--- src/design/hqnim_pkg.sv ---
// Package for the hex/quad node index map: state codes, element kinds, square table.
`default_nettype none

package hqnim_pkg;

    // Sequencer states, one-hot
    typedef enum logic [3:0] {
        ST_IDLE  = 4'b0001,
        ST_HEX   = 4'b0010,
        ST_QUAD  = 4'b0100,
        ST_FLUSH = 4'b1000
    } state_t;

    // Element kind codes on req_type
    localparam logic KIND_QUAD = 1'b0;
    localparam logic KIND_HEX  = 1'b1;

    // Field widths
    localparam int COORD_W = 4;
    localparam int INDEX_W = 12;

    // Squares of an edge's inner node count, for face sizes
    localparam logic [7:0] SQUARE_LUT [16] = '{
        8'd0,   8'd1,   8'd4,   8'd9,   8'd16,  8'd25,  8'd36,  8'd49,
        8'd64,  8'd81,  8'd100, 8'd121, 8'd144, 8'd169, 8'd196, 8'd225
    };

endpackage

`default_nettype wire

--- src/design/hex_quad_node_index_map_top.sv ---
// Top level: hierarchical node number for Lagrange quad and hex lattice points.
//
//  channel | handshake               | payload
//  --------+-------------------------+------------------------------------------
//  in      | in_valid / in_stall     | req_type, coord_i, coord_j, coord_k
//  out     | out_valid / out_stall   | node_index, out_of_range
//  cfg     | cfg_valid / cfg_ready   | element_order
//
//  An item is accepted in idle, then makes one shell pass per sequencer step
//  through the shared accumulator (hex shells, then quad shells of a face),
//  and the flush step moves the result into the output register.
//  Out-of-range items skip the passes and go straight to the flush step.
//  Reset (rst_n low, asynchronous) returns to idle, drops out_valid and sets
//  element_order to 1. in_stall is high while an item is in work; a waiting
//  result holds in the output register while the next item is accepted.
`default_nettype none

module hex_quad_node_index_map_top (
    input  wire                            clk,
    input  wire                            rst_n,
    // input transaction
    input  wire                            in_valid,
    output logic                           in_stall,
    input  wire                            req_type,
    input  wire  [hqnim_pkg::COORD_W-1:0]  coord_i,
    input  wire  [hqnim_pkg::COORD_W-1:0]  coord_j,
    input  wire  [hqnim_pkg::COORD_W-1:0]  coord_k,
    // result transaction
    output logic                           out_valid,
    input  wire                            out_stall,
    output logic [hqnim_pkg::INDEX_W-1:0]  node_index,
    output logic                           out_of_range,
    // configuration write
    input  wire                            cfg_valid,
    output logic                           cfg_ready,
    input  wire  [hqnim_pkg::COORD_W-1:0]  element_order
);

    import hqnim_pkg::*;

    // Registers
    state_t               state_reg, state_next;
    logic [COORD_W-1:0]   order_reg, order_next;
    logic [COORD_W-1:0]   i_reg, i_next;
    logic [COORD_W-1:0]   j_reg, j_next;
    logic [COORD_W-1:0]   k_reg, k_next;
    logic [COORD_W-1:0]   r_reg, r_next;
    logic [INDEX_W-1:0]   base_reg, base_next;
    logic                 bad_reg, bad_next;
    logic                 out_valid_reg, out_valid_next;
    logic [INDEX_W-1:0]   node_index_reg, node_index_next;
    logic                 out_of_range_reg, out_of_range_next;

    // Working values, 12-bit modular arithmetic
    logic [INDEX_W-1:0]   i12, j12, k12, r12, m12, msq12;
    logic                 ib, jb, kb;
    logic                 i_nz, j_nz, k_nz;
    logic                 in_bad, out_free;
    logic [COORD_W-1:0]   order_eff;

    // Hex pass results
    logic [INDEX_W-1:0]   hx_add;
    logic                 hx_done, hx_face;
    logic [COORD_W-1:0]   qa, qb;
    logic [2:0]           face_sel;
    logic [10:0]          face_prod;

    // Quad pass results
    logic [INDEX_W-1:0]   qd_add;
    logic                 qd_done;

    // Shared accumulator input
    logic [INDEX_W-1:0]   step_add;

    // Port drive
    assign in_stall     = (state_reg != ST_IDLE);
    assign cfg_ready    = (state_reg == ST_IDLE);
    assign out_valid    = out_valid_reg;
    assign node_index   = node_index_reg;
    assign out_of_range = out_of_range_reg;

    assign out_free = !out_valid_reg || !out_stall;

    // An order written in the accept cycle applies to that item
    assign order_eff = (cfg_valid && cfg_ready) ? element_order : order_reg;

    // Range check on an incoming item
    assign in_bad = (coord_i > order_eff) || (coord_j > order_eff)
                 || ((req_type == KIND_HEX) && (coord_k > order_eff));

    // Current shell geometry
    assign i12   = {{(INDEX_W-COORD_W){1'b0}}, i_reg};
    assign j12   = {{(INDEX_W-COORD_W){1'b0}}, j_reg};
    assign k12   = {{(INDEX_W-COORD_W){1'b0}}, k_reg};
    assign r12   = {{(INDEX_W-COORD_W){1'b0}}, r_reg};
    assign m12   = r12 - 12'd1;
    assign msq12 = {4'd0, SQUARE_LUT[r_reg - 4'd1]};

    assign i_nz = (i_reg != '0);
    assign j_nz = (j_reg != '0);
    assign k_nz = (k_reg != '0);
    assign ib   = !i_nz || (i_reg == r_reg);
    assign jb   = !j_nz || (j_reg == r_reg);
    assign kb   = !k_nz || (k_reg == r_reg);

    // Face size term f * m^2 for the selected face
    assign face_prod = {8'd0, face_sel} * {3'd0, msq12[7:0]};

    // One hex shell pass: vertex, edge, face or peel
    always_comb
    begin
        hx_add   = '0;
        hx_done  = 1'b0;
        hx_face  = 1'b0;
        qa       = '0;
        qb       = '0;
        face_sel = 3'd6;
        if (ib && jb && kb)
        begin
            hx_done = 1'b1;
            hx_add  = i_nz ? (j_nz ? (k_nz ? 12'd6 : 12'd2) : (k_nz ? 12'd5 : 12'd1))
                           : (j_nz ? (k_nz ? 12'd7 : 12'd3) : (k_nz ? 12'd4 : 12'd0));
        end
        else if (jb && kb)
        begin
            hx_done = 1'b1;
            hx_add  = 12'd8 + (j_nz ? (k_nz ? 12'd12 * r12 - 12'd12 - i12
                                            : 12'd6 * r12 - 12'd6 - i12)
                                    : (k_nz ? 12'd8 * r12 - 12'd9 + i12
                                            : i12 - 12'd1));
        end
        else if (ib && kb)
        begin
            hx_done = 1'b1;
            hx_add  = 12'd8 + (k_nz ? (i_nz ? 12'd10 * r12 - 12'd11 + j12
                                            : 12'd9 * r12 - 12'd10 + j12)
                                    : (i_nz ? 12'd3 * r12 - 12'd4 + j12
                                            : r12 - 12'd2 + j12));
        end
        else if (ib && jb)
        begin
            hx_done = 1'b1;
            hx_add  = 12'd8 + (i_nz ? (j_nz ? 12'd6 * r12 - 12'd7 + k12
                                            : 12'd4 * r12 - 12'd5 + k12)
                                    : (j_nz ? 12'd7 * r12 - 12'd8 + k12
                                            : 12'd2 * r12 - 12'd3 + k12));
        end
        else if (ib)
        begin
            hx_face  = 1'b1;
            face_sel = i_nz ? 3'd3 : 3'd2;
            qa       = i_nz ? j_reg - 4'd1 : k_reg - 4'd1;
            qb       = i_nz ? k_reg - 4'd1 : j_reg - 4'd1;
            hx_add   = 12'd8 + 12'd12 * m12 + {1'b0, face_prod};
        end
        else if (jb)
        begin
            hx_face  = 1'b1;
            face_sel = j_nz ? 3'd4 : 3'd1;
            qa       = j_nz ? r_reg - i_reg - 4'd1 : i_reg - 4'd1;
            qb       = k_reg - 4'd1;
            hx_add   = 12'd8 + 12'd12 * m12 + {1'b0, face_prod};
        end
        else if (kb)
        begin
            hx_face  = 1'b1;
            face_sel = k_nz ? 3'd5 : 3'd0;
            qa       = k_nz ? i_reg - 4'd1 : j_reg - 4'd1;
            qb       = k_nz ? j_reg - 4'd1 : i_reg - 4'd1;
            hx_add   = 12'd8 + 12'd12 * m12 + {1'b0, face_prod};
        end
        else
        begin
            // interior: skip the whole shell (vertices, edges, six faces)
            face_sel = 3'd6;
            hx_add   = 12'd8 + 12'd12 * m12 + {1'b0, face_prod};
        end
    end

    // One quad shell pass: vertex, edge or peel
    always_comb
    begin
        qd_add  = '0;
        qd_done = 1'b0;
        if (ib && jb)
        begin
            qd_done = 1'b1;
            qd_add  = i_nz ? (j_nz ? 12'd2 : 12'd1) : (j_nz ? 12'd3 : 12'd0);
        end
        else if (jb)
        begin
            qd_done = 1'b1;
            qd_add  = 12'd4 + (j_nz ? 12'd3 * r12 - 12'd3 - i12 : i12 - 12'd1);
        end
        else if (ib)
        begin
            qd_done = 1'b1;
            qd_add  = 12'd4 + (i_nz ? r12 - 12'd2 + j12 : 12'd4 * r12 - 12'd4 - j12);
        end
        else
        begin
            qd_add = 12'd4 * r12;
        end
    end

    assign step_add = (state_reg == ST_HEX) ? hx_add : qd_add;

    // Sequencer and accumulator
    always_comb
    begin
        state_next        = state_reg;
        order_next        = order_reg;
        i_next            = i_reg;
        j_next            = j_reg;
        k_next            = k_reg;
        r_next            = r_reg;
        base_next         = base_reg;
        bad_next          = bad_reg;
        out_valid_next    = out_valid_reg && out_stall;
        node_index_next   = node_index_reg;
        out_of_range_next = out_of_range_reg;

        unique case (state_reg)
            ST_IDLE:
            begin
                if (cfg_valid)
                begin
                    order_next = element_order;
                end
                if (in_valid)
                begin
                    i_next    = coord_i;
                    j_next    = coord_j;
                    k_next    = coord_k;
                    r_next    = order_eff;
                    base_next = '0;
                    bad_next  = in_bad;
                    if (in_bad)
                    begin
                        state_next = ST_FLUSH;
                    end
                    else if (req_type == KIND_HEX)
                    begin
                        state_next = ST_HEX;
                    end
                    else
                    begin
                        state_next = ST_QUAD;
                    end
                end
            end
            ST_HEX:
            begin
                base_next = base_reg + step_add;
                if (hx_done)
                begin
                    state_next = ST_FLUSH;
                end
                else if (hx_face)
                begin
                    i_next     = qa;
                    j_next     = qb;
                    r_next     = r_reg - 4'd2;
                    state_next = ST_QUAD;
                end
                else
                begin
                    i_next = i_reg - 4'd1;
                    j_next = j_reg - 4'd1;
                    k_next = k_reg - 4'd1;
                    r_next = r_reg - 4'd2;
                end
            end
            ST_QUAD:
            begin
                base_next = base_reg + step_add;
                if (qd_done)
                begin
                    state_next = ST_FLUSH;
                end
                else
                begin
                    i_next = i_reg - 4'd1;
                    j_next = j_reg - 4'd1;
                    r_next = r_reg - 4'd2;
                end
            end
            ST_FLUSH:
            begin
                if (out_free)
                begin
                    out_valid_next    = 1'b1;
                    node_index_next   = base_reg;
                    out_of_range_next = bad_reg;
                    state_next        = ST_IDLE;
                end
            end
            default:
            begin
                state_next = ST_IDLE;
            end
        endcase
    end

    // Control registers
    always_ff @(posedge clk or negedge rst_n)
    begin
        if (!rst_n)
        begin
            state_reg     <= ST_IDLE;
            order_reg     <= 4'd1;
            out_valid_reg <= 1'b0;
            bad_reg       <= 1'b0;
        end
        else
        begin
            state_reg     <= state_next;
            order_reg     <= order_next;
            out_valid_reg <= out_valid_next;
            bad_reg       <= bad_next;
        end
    end

    // Payload registers
    always_ff @(posedge clk)
    begin
        i_reg            <= i_next;
        j_reg            <= j_next;
        k_reg            <= k_next;
        r_reg            <= r_next;
        base_reg         <= base_next;
        node_index_reg   <= node_index_next;
        out_of_range_reg <= out_of_range_next;
    end

`ifndef SYNTHESIS
    // an accepted transaction leaves idle on the next edge
    assert property (@(posedge clk) disable iff (!rst_n)
        (in_valid && !in_stall) |=> (state_reg != ST_IDLE))
        else $error("accepted item did not start work");

    // a new result only comes from the flush step
    assert property (@(posedge clk) disable iff (!rst_n)
        (out_valid && !$past(out_valid && out_stall)) |-> $past(state_reg == ST_FLUSH))
        else $error("result appeared without a flush");

    // a flagged result always carries index zero
    assert property (@(posedge clk) disable iff (!rst_n)
        (out_valid && out_of_range) |-> (node_index == '0))
        else $error("out-of-range result with nonzero index");

    // shell order only shrinks while peeling
    assert property (@(posedge clk) disable iff (!rst_n)
        ((state_reg == ST_HEX) || (state_reg == ST_QUAD)) |-> (r_reg <= order_reg))
        else $error("shell order above element order");
`endif

endmodule

`default_nettype wire
--- config.mk ---
export PLATFORM = sky130hd
export DESIGN_NAME = hex_quad_node_index_map_top
export DESIGN_NICKNAME = d
export VERILOG_FILES = /design/src/design/hqnim_pkg.sv /design/src/design/hex_quad_node_index_map_top.sv
export SDC_FILE = /design/constraint.sdc
export NUM_CORES = 1
export LEC_CHECK = 0
export BUFFER_PORTS_ARGS = -buffer_cell sky130_fd_sc_hd__clkbuf_2
export CORE_AREA = 2 2 137 139
export CTS_CLUSTER_SIZE = 24
export DETAILED_ROUTE_END_ITERATION = 8
export DIE_AREA = 0 0 139 141
export GPL_TIMING_DRIVEN = 0
export PLACE_DENSITY = 0.79
export SYNTH_ARGS = -nofsm -noshare
export SYNTH_HDL_FRONTEND = slang
export SYNTH_SLANG_ARGS = --single-unit
--- constraint.sdc ---
create_clock -name clk -period 6.7 [get_ports clk]
set_input_delay 0.335 -clock clk [delete_from_list [all_inputs] [get_ports clk]]
set_output_delay 0.335 -clock clk [all_outputs]
set_load 0.005 [all_outputs]
==> out/metrics.yaml <==
outcome: "complete, no violations"
clkTransAtPathRegs_ns: 0.07
mostFrequentLayoutCells: "ha_1 (121), nand2_1 (118), a21oi_1 (103)"
drive_gt1_share_pct: 19.6
synth_warnings: 0
cp_cell_sequence: "buf_12, clkinvlp_4, buf_8, fa_2, inv_4, ha_1, ha_2, fa_2, xnor2_1, nor3b_1, a211oi_1, a21oi_1, a2111oi_0, a21oi_1, o21ai_0, a32o_1, ha_1, a21oi_2, a21oi_2, xnor2_2, nand3_1, nor3b_2"
rsz0062_at_grt: "true"
setup_violations: 0
routed-via-count: 10335
hold_end: "state_reg[0]$_DFFE_PN1P_"
diodes: 0
synth_edf_count: 41
port_buffers: 37
register_area_um2: 1480
drcViolationCount: 0
cts_sinks: 51
timing.setup.tns_ns: 0
htree_levels: 2
drt_wl_total_um: 36700
num-fill-cells: 1599
synth-async-reset-ratio_pct: 19.6
worst_pin_slew_ns: 1.20
synthCells: 1238
min_path_cells: 2
worstPathBufferInverterCount: 4
post-route-period-util_pct: 99.1
slew_violations: 0
slowest_delay_ns: 1.07
slew_headroom_pct: 18.2
syn-cell-area_um2: 9870
grt_max_degree: 17
crit_type: "reg -> reg"
yosys_most_used_dff: "edfxtp_1"
hp-start: "in_valid"
clockBufferDepth: 2
hold_class: "in -> reg"
finalHoldViolCount: 0
clk_latency_ns: 0.30
required_ns: 6.73
arrival_ns: 6.67
synth_seq_cells: 51
yosys.cell_types.count: 97
dr.pass1.iters: 6
io_pins: 38
vias_per_cell: 6.57
slowest_stage: "a2111oi_0"
finClkSkew_ns: 0.00713
dp_hpwl_um: 27600
rr_endpoint: "base_reg[11]$_SDFFCE_PP0P_"
grt_pass1_vias: 9991
grt_overflow: 0
final_cell_area_um2: 11700
ant_nets: 0
antenna_found_initial: 0
r2r-start: "r_reg[2]$_DFFE_PP_"
layout_commonest_cell: "ha_1"
die_height_um: 141
drv_cap: 0
end_kind: "register"
gp_congestion: 1.08
core-area_um2: 18300
clock-root-buffer: "clkbuf_16"
syn-num-nets: 1426
initial_core_util_pct: 54.0
avgSynthCellArea_um2: 7.97
rr_worst_depth: 22
cts_tree: "done"
first_iter_violations: 1250
wl_per_cell_um: 23.3
r2r_setup_slack_ns: 0.06
grt_pass1_wl_um: 55700
cp-start-kind: "register"
cp_max_fo: 5
fin_nets: 1527
place_area_um2: 10400
die_area_um2: 19600
multiInputGateArea_um2: 8370
grt_util_all_layers_pct: 36.6
core.rowCount: 50
period_minus_slack_ns: 6.64
max_freq_mhz: 151
die_w_um: 139
seq_area_frac_synth_pct: 15.0
area_growth_pct: 18.5
path_delay_family: "compound AO/OA/AOI/OAI gates"
cts-buffers-inserted: 5
## worst register-to-register path: stages, from the launching register on
cell        delay [ns]
edfxtp_1          0.53
buf_12            0.19
clkinvlp_4        0.19
buf_8             0.19
fa_2              0.61
inv_4             0.07
ha_1              0.19
ha_2              0.20
fa_2              0.40
xnor2_1           0.36
nor3b_1           0.14
a211oi_1          0.58
a21oi_1           0.15
a2111oi_0         1.07
a21oi_1           0.24
o21ai_0           0.14
a32o_1            0.19
ha_1              0.27
a21oi_2           0.18
a21oi_2           0.06
xnor2_2           0.18
nand3_1           0.09
nor3b_2           0.16
## kinds of logic (layout without fill, tap and decap cells)
group,after synthesis,count (layout),synth area share (%)
DFF,51,51,15.0
and+or+nand+nor,380,380,18.6
xor gates and xnor gates,110,110,10.1
AOI/OAI and AO/OA,377,377,25.4
buffers and inverters,136,238,5.43
muxes,17,17,1.94
adders and majority gates,167,167,23.4
## worst max-delay path by stage
stage	start	to	slack, ns	depth (start not counted)
2_1_floorplan	r_reg[1]$_DFFE_PP_	base_reg[11]$_SDFFCE_PP0P_	0.008	29
5_1_grt	r_reg[2]$_DFFE_PP_	base_reg[11]$_SDFFCE_PP0P_	-0.05	30
3_5_place_dp	i_reg[0]$_DFFE_PP_	base_reg[11]$_SDFFCE_PP0P_	-1.62	29
4_1_cts	r_reg[2]$_DFFE_PP_	base_reg[11]$_SDFFCE_PP0P_	0.0004	31
6_report	r_reg[2]$_DFFE_PP_	base_reg[11]$_SDFFCE_PP0P_	0.06	22
3_3_place_gp	i_reg[0]$_DFFE_PP_	base_reg[11]$_SDFFCE_PP0P_	-1.59	29
## routing by layer
layer	vias up	wire length, um	track usage (%)
li1	4705	-	-
met1	4846	14100	45.6
met2	615	15900	57.1
met3	169	3900	8.39
met4	0	2800	24.2
met5	-	0	0
## final cells by class
type                       count  area share, %
multi-input combinational   1051           71.6
clock buffer                   6           1.19
inverter                      90           3.07
buffer                        39           2.41
sequential                    51           12.7
timing repair buffer         101           6.23
tap                          234           2.50
clock inverter                 2          0.332
## through the flow
step	std cells	setup slack (ns)	hold slack, ns	util (%)
after floorplan	1238	0.00777	0.0394	-
after global placement	1509	-1.59	0.215	57.0
after detailed placement	1510	-1.62	0.217	57.0
after CTS	1559	0.000404	0.243	62.2
after global routing	1574	-0.0546	0.271	64.0
final	1574	0.0628	0.249	64.0
## cells in the mapped netlist (all sizes together) (11+ instances only)
| library cell | number | area share (%) |
|---|---|---|
| nand2b | 15 | 0.95 |
| nor2b | 13 | 0.82 |
| mux2i | 12 | 1.2 |
| o211ai | 11 | 0.84 |
| inv | 89 | 3.4 |
| buf | 18 | 0.94 |
| and3 | 12 | 0.76 |
| a21oi | 115 | 5.9 |
| nor2 | 102 | 3.9 |
| edfxtp | 41 | 12 |
| xnor2 | 73 | 6.6 |
| a211oi | 23 | 1.8 |
| a31oi | 16 | 1.1 |
| nand2 | 123 | 4.7 |
| nand3 | 19 | 0.96 |
| clkbuf | 28 | 1.1 |
| a21o | 27 | 2.1 |
| o21ai | 69 | 3.5 |
| ha | 136 | 17 |
| and2 | 13 | 0.82 |
| xor2 | 35 | 3.1 |
| nor3 | 31 | 1.6 |
| fa | 30 | 6.1 |
## timing repair
action	4_1_cts	5_1_grt
gates cloned	0	0
setup buffers	47	15
hold buffers	1	0
endpoints found under the hold margin	8	0
resized for setup	97	51
pin swaps	19	39
endpoints found under the setup margin	11	4
Power is left out: the tool's default activity adds up to more than one toggle a clock period on the data nets, which glitch-free logic cannot reach.
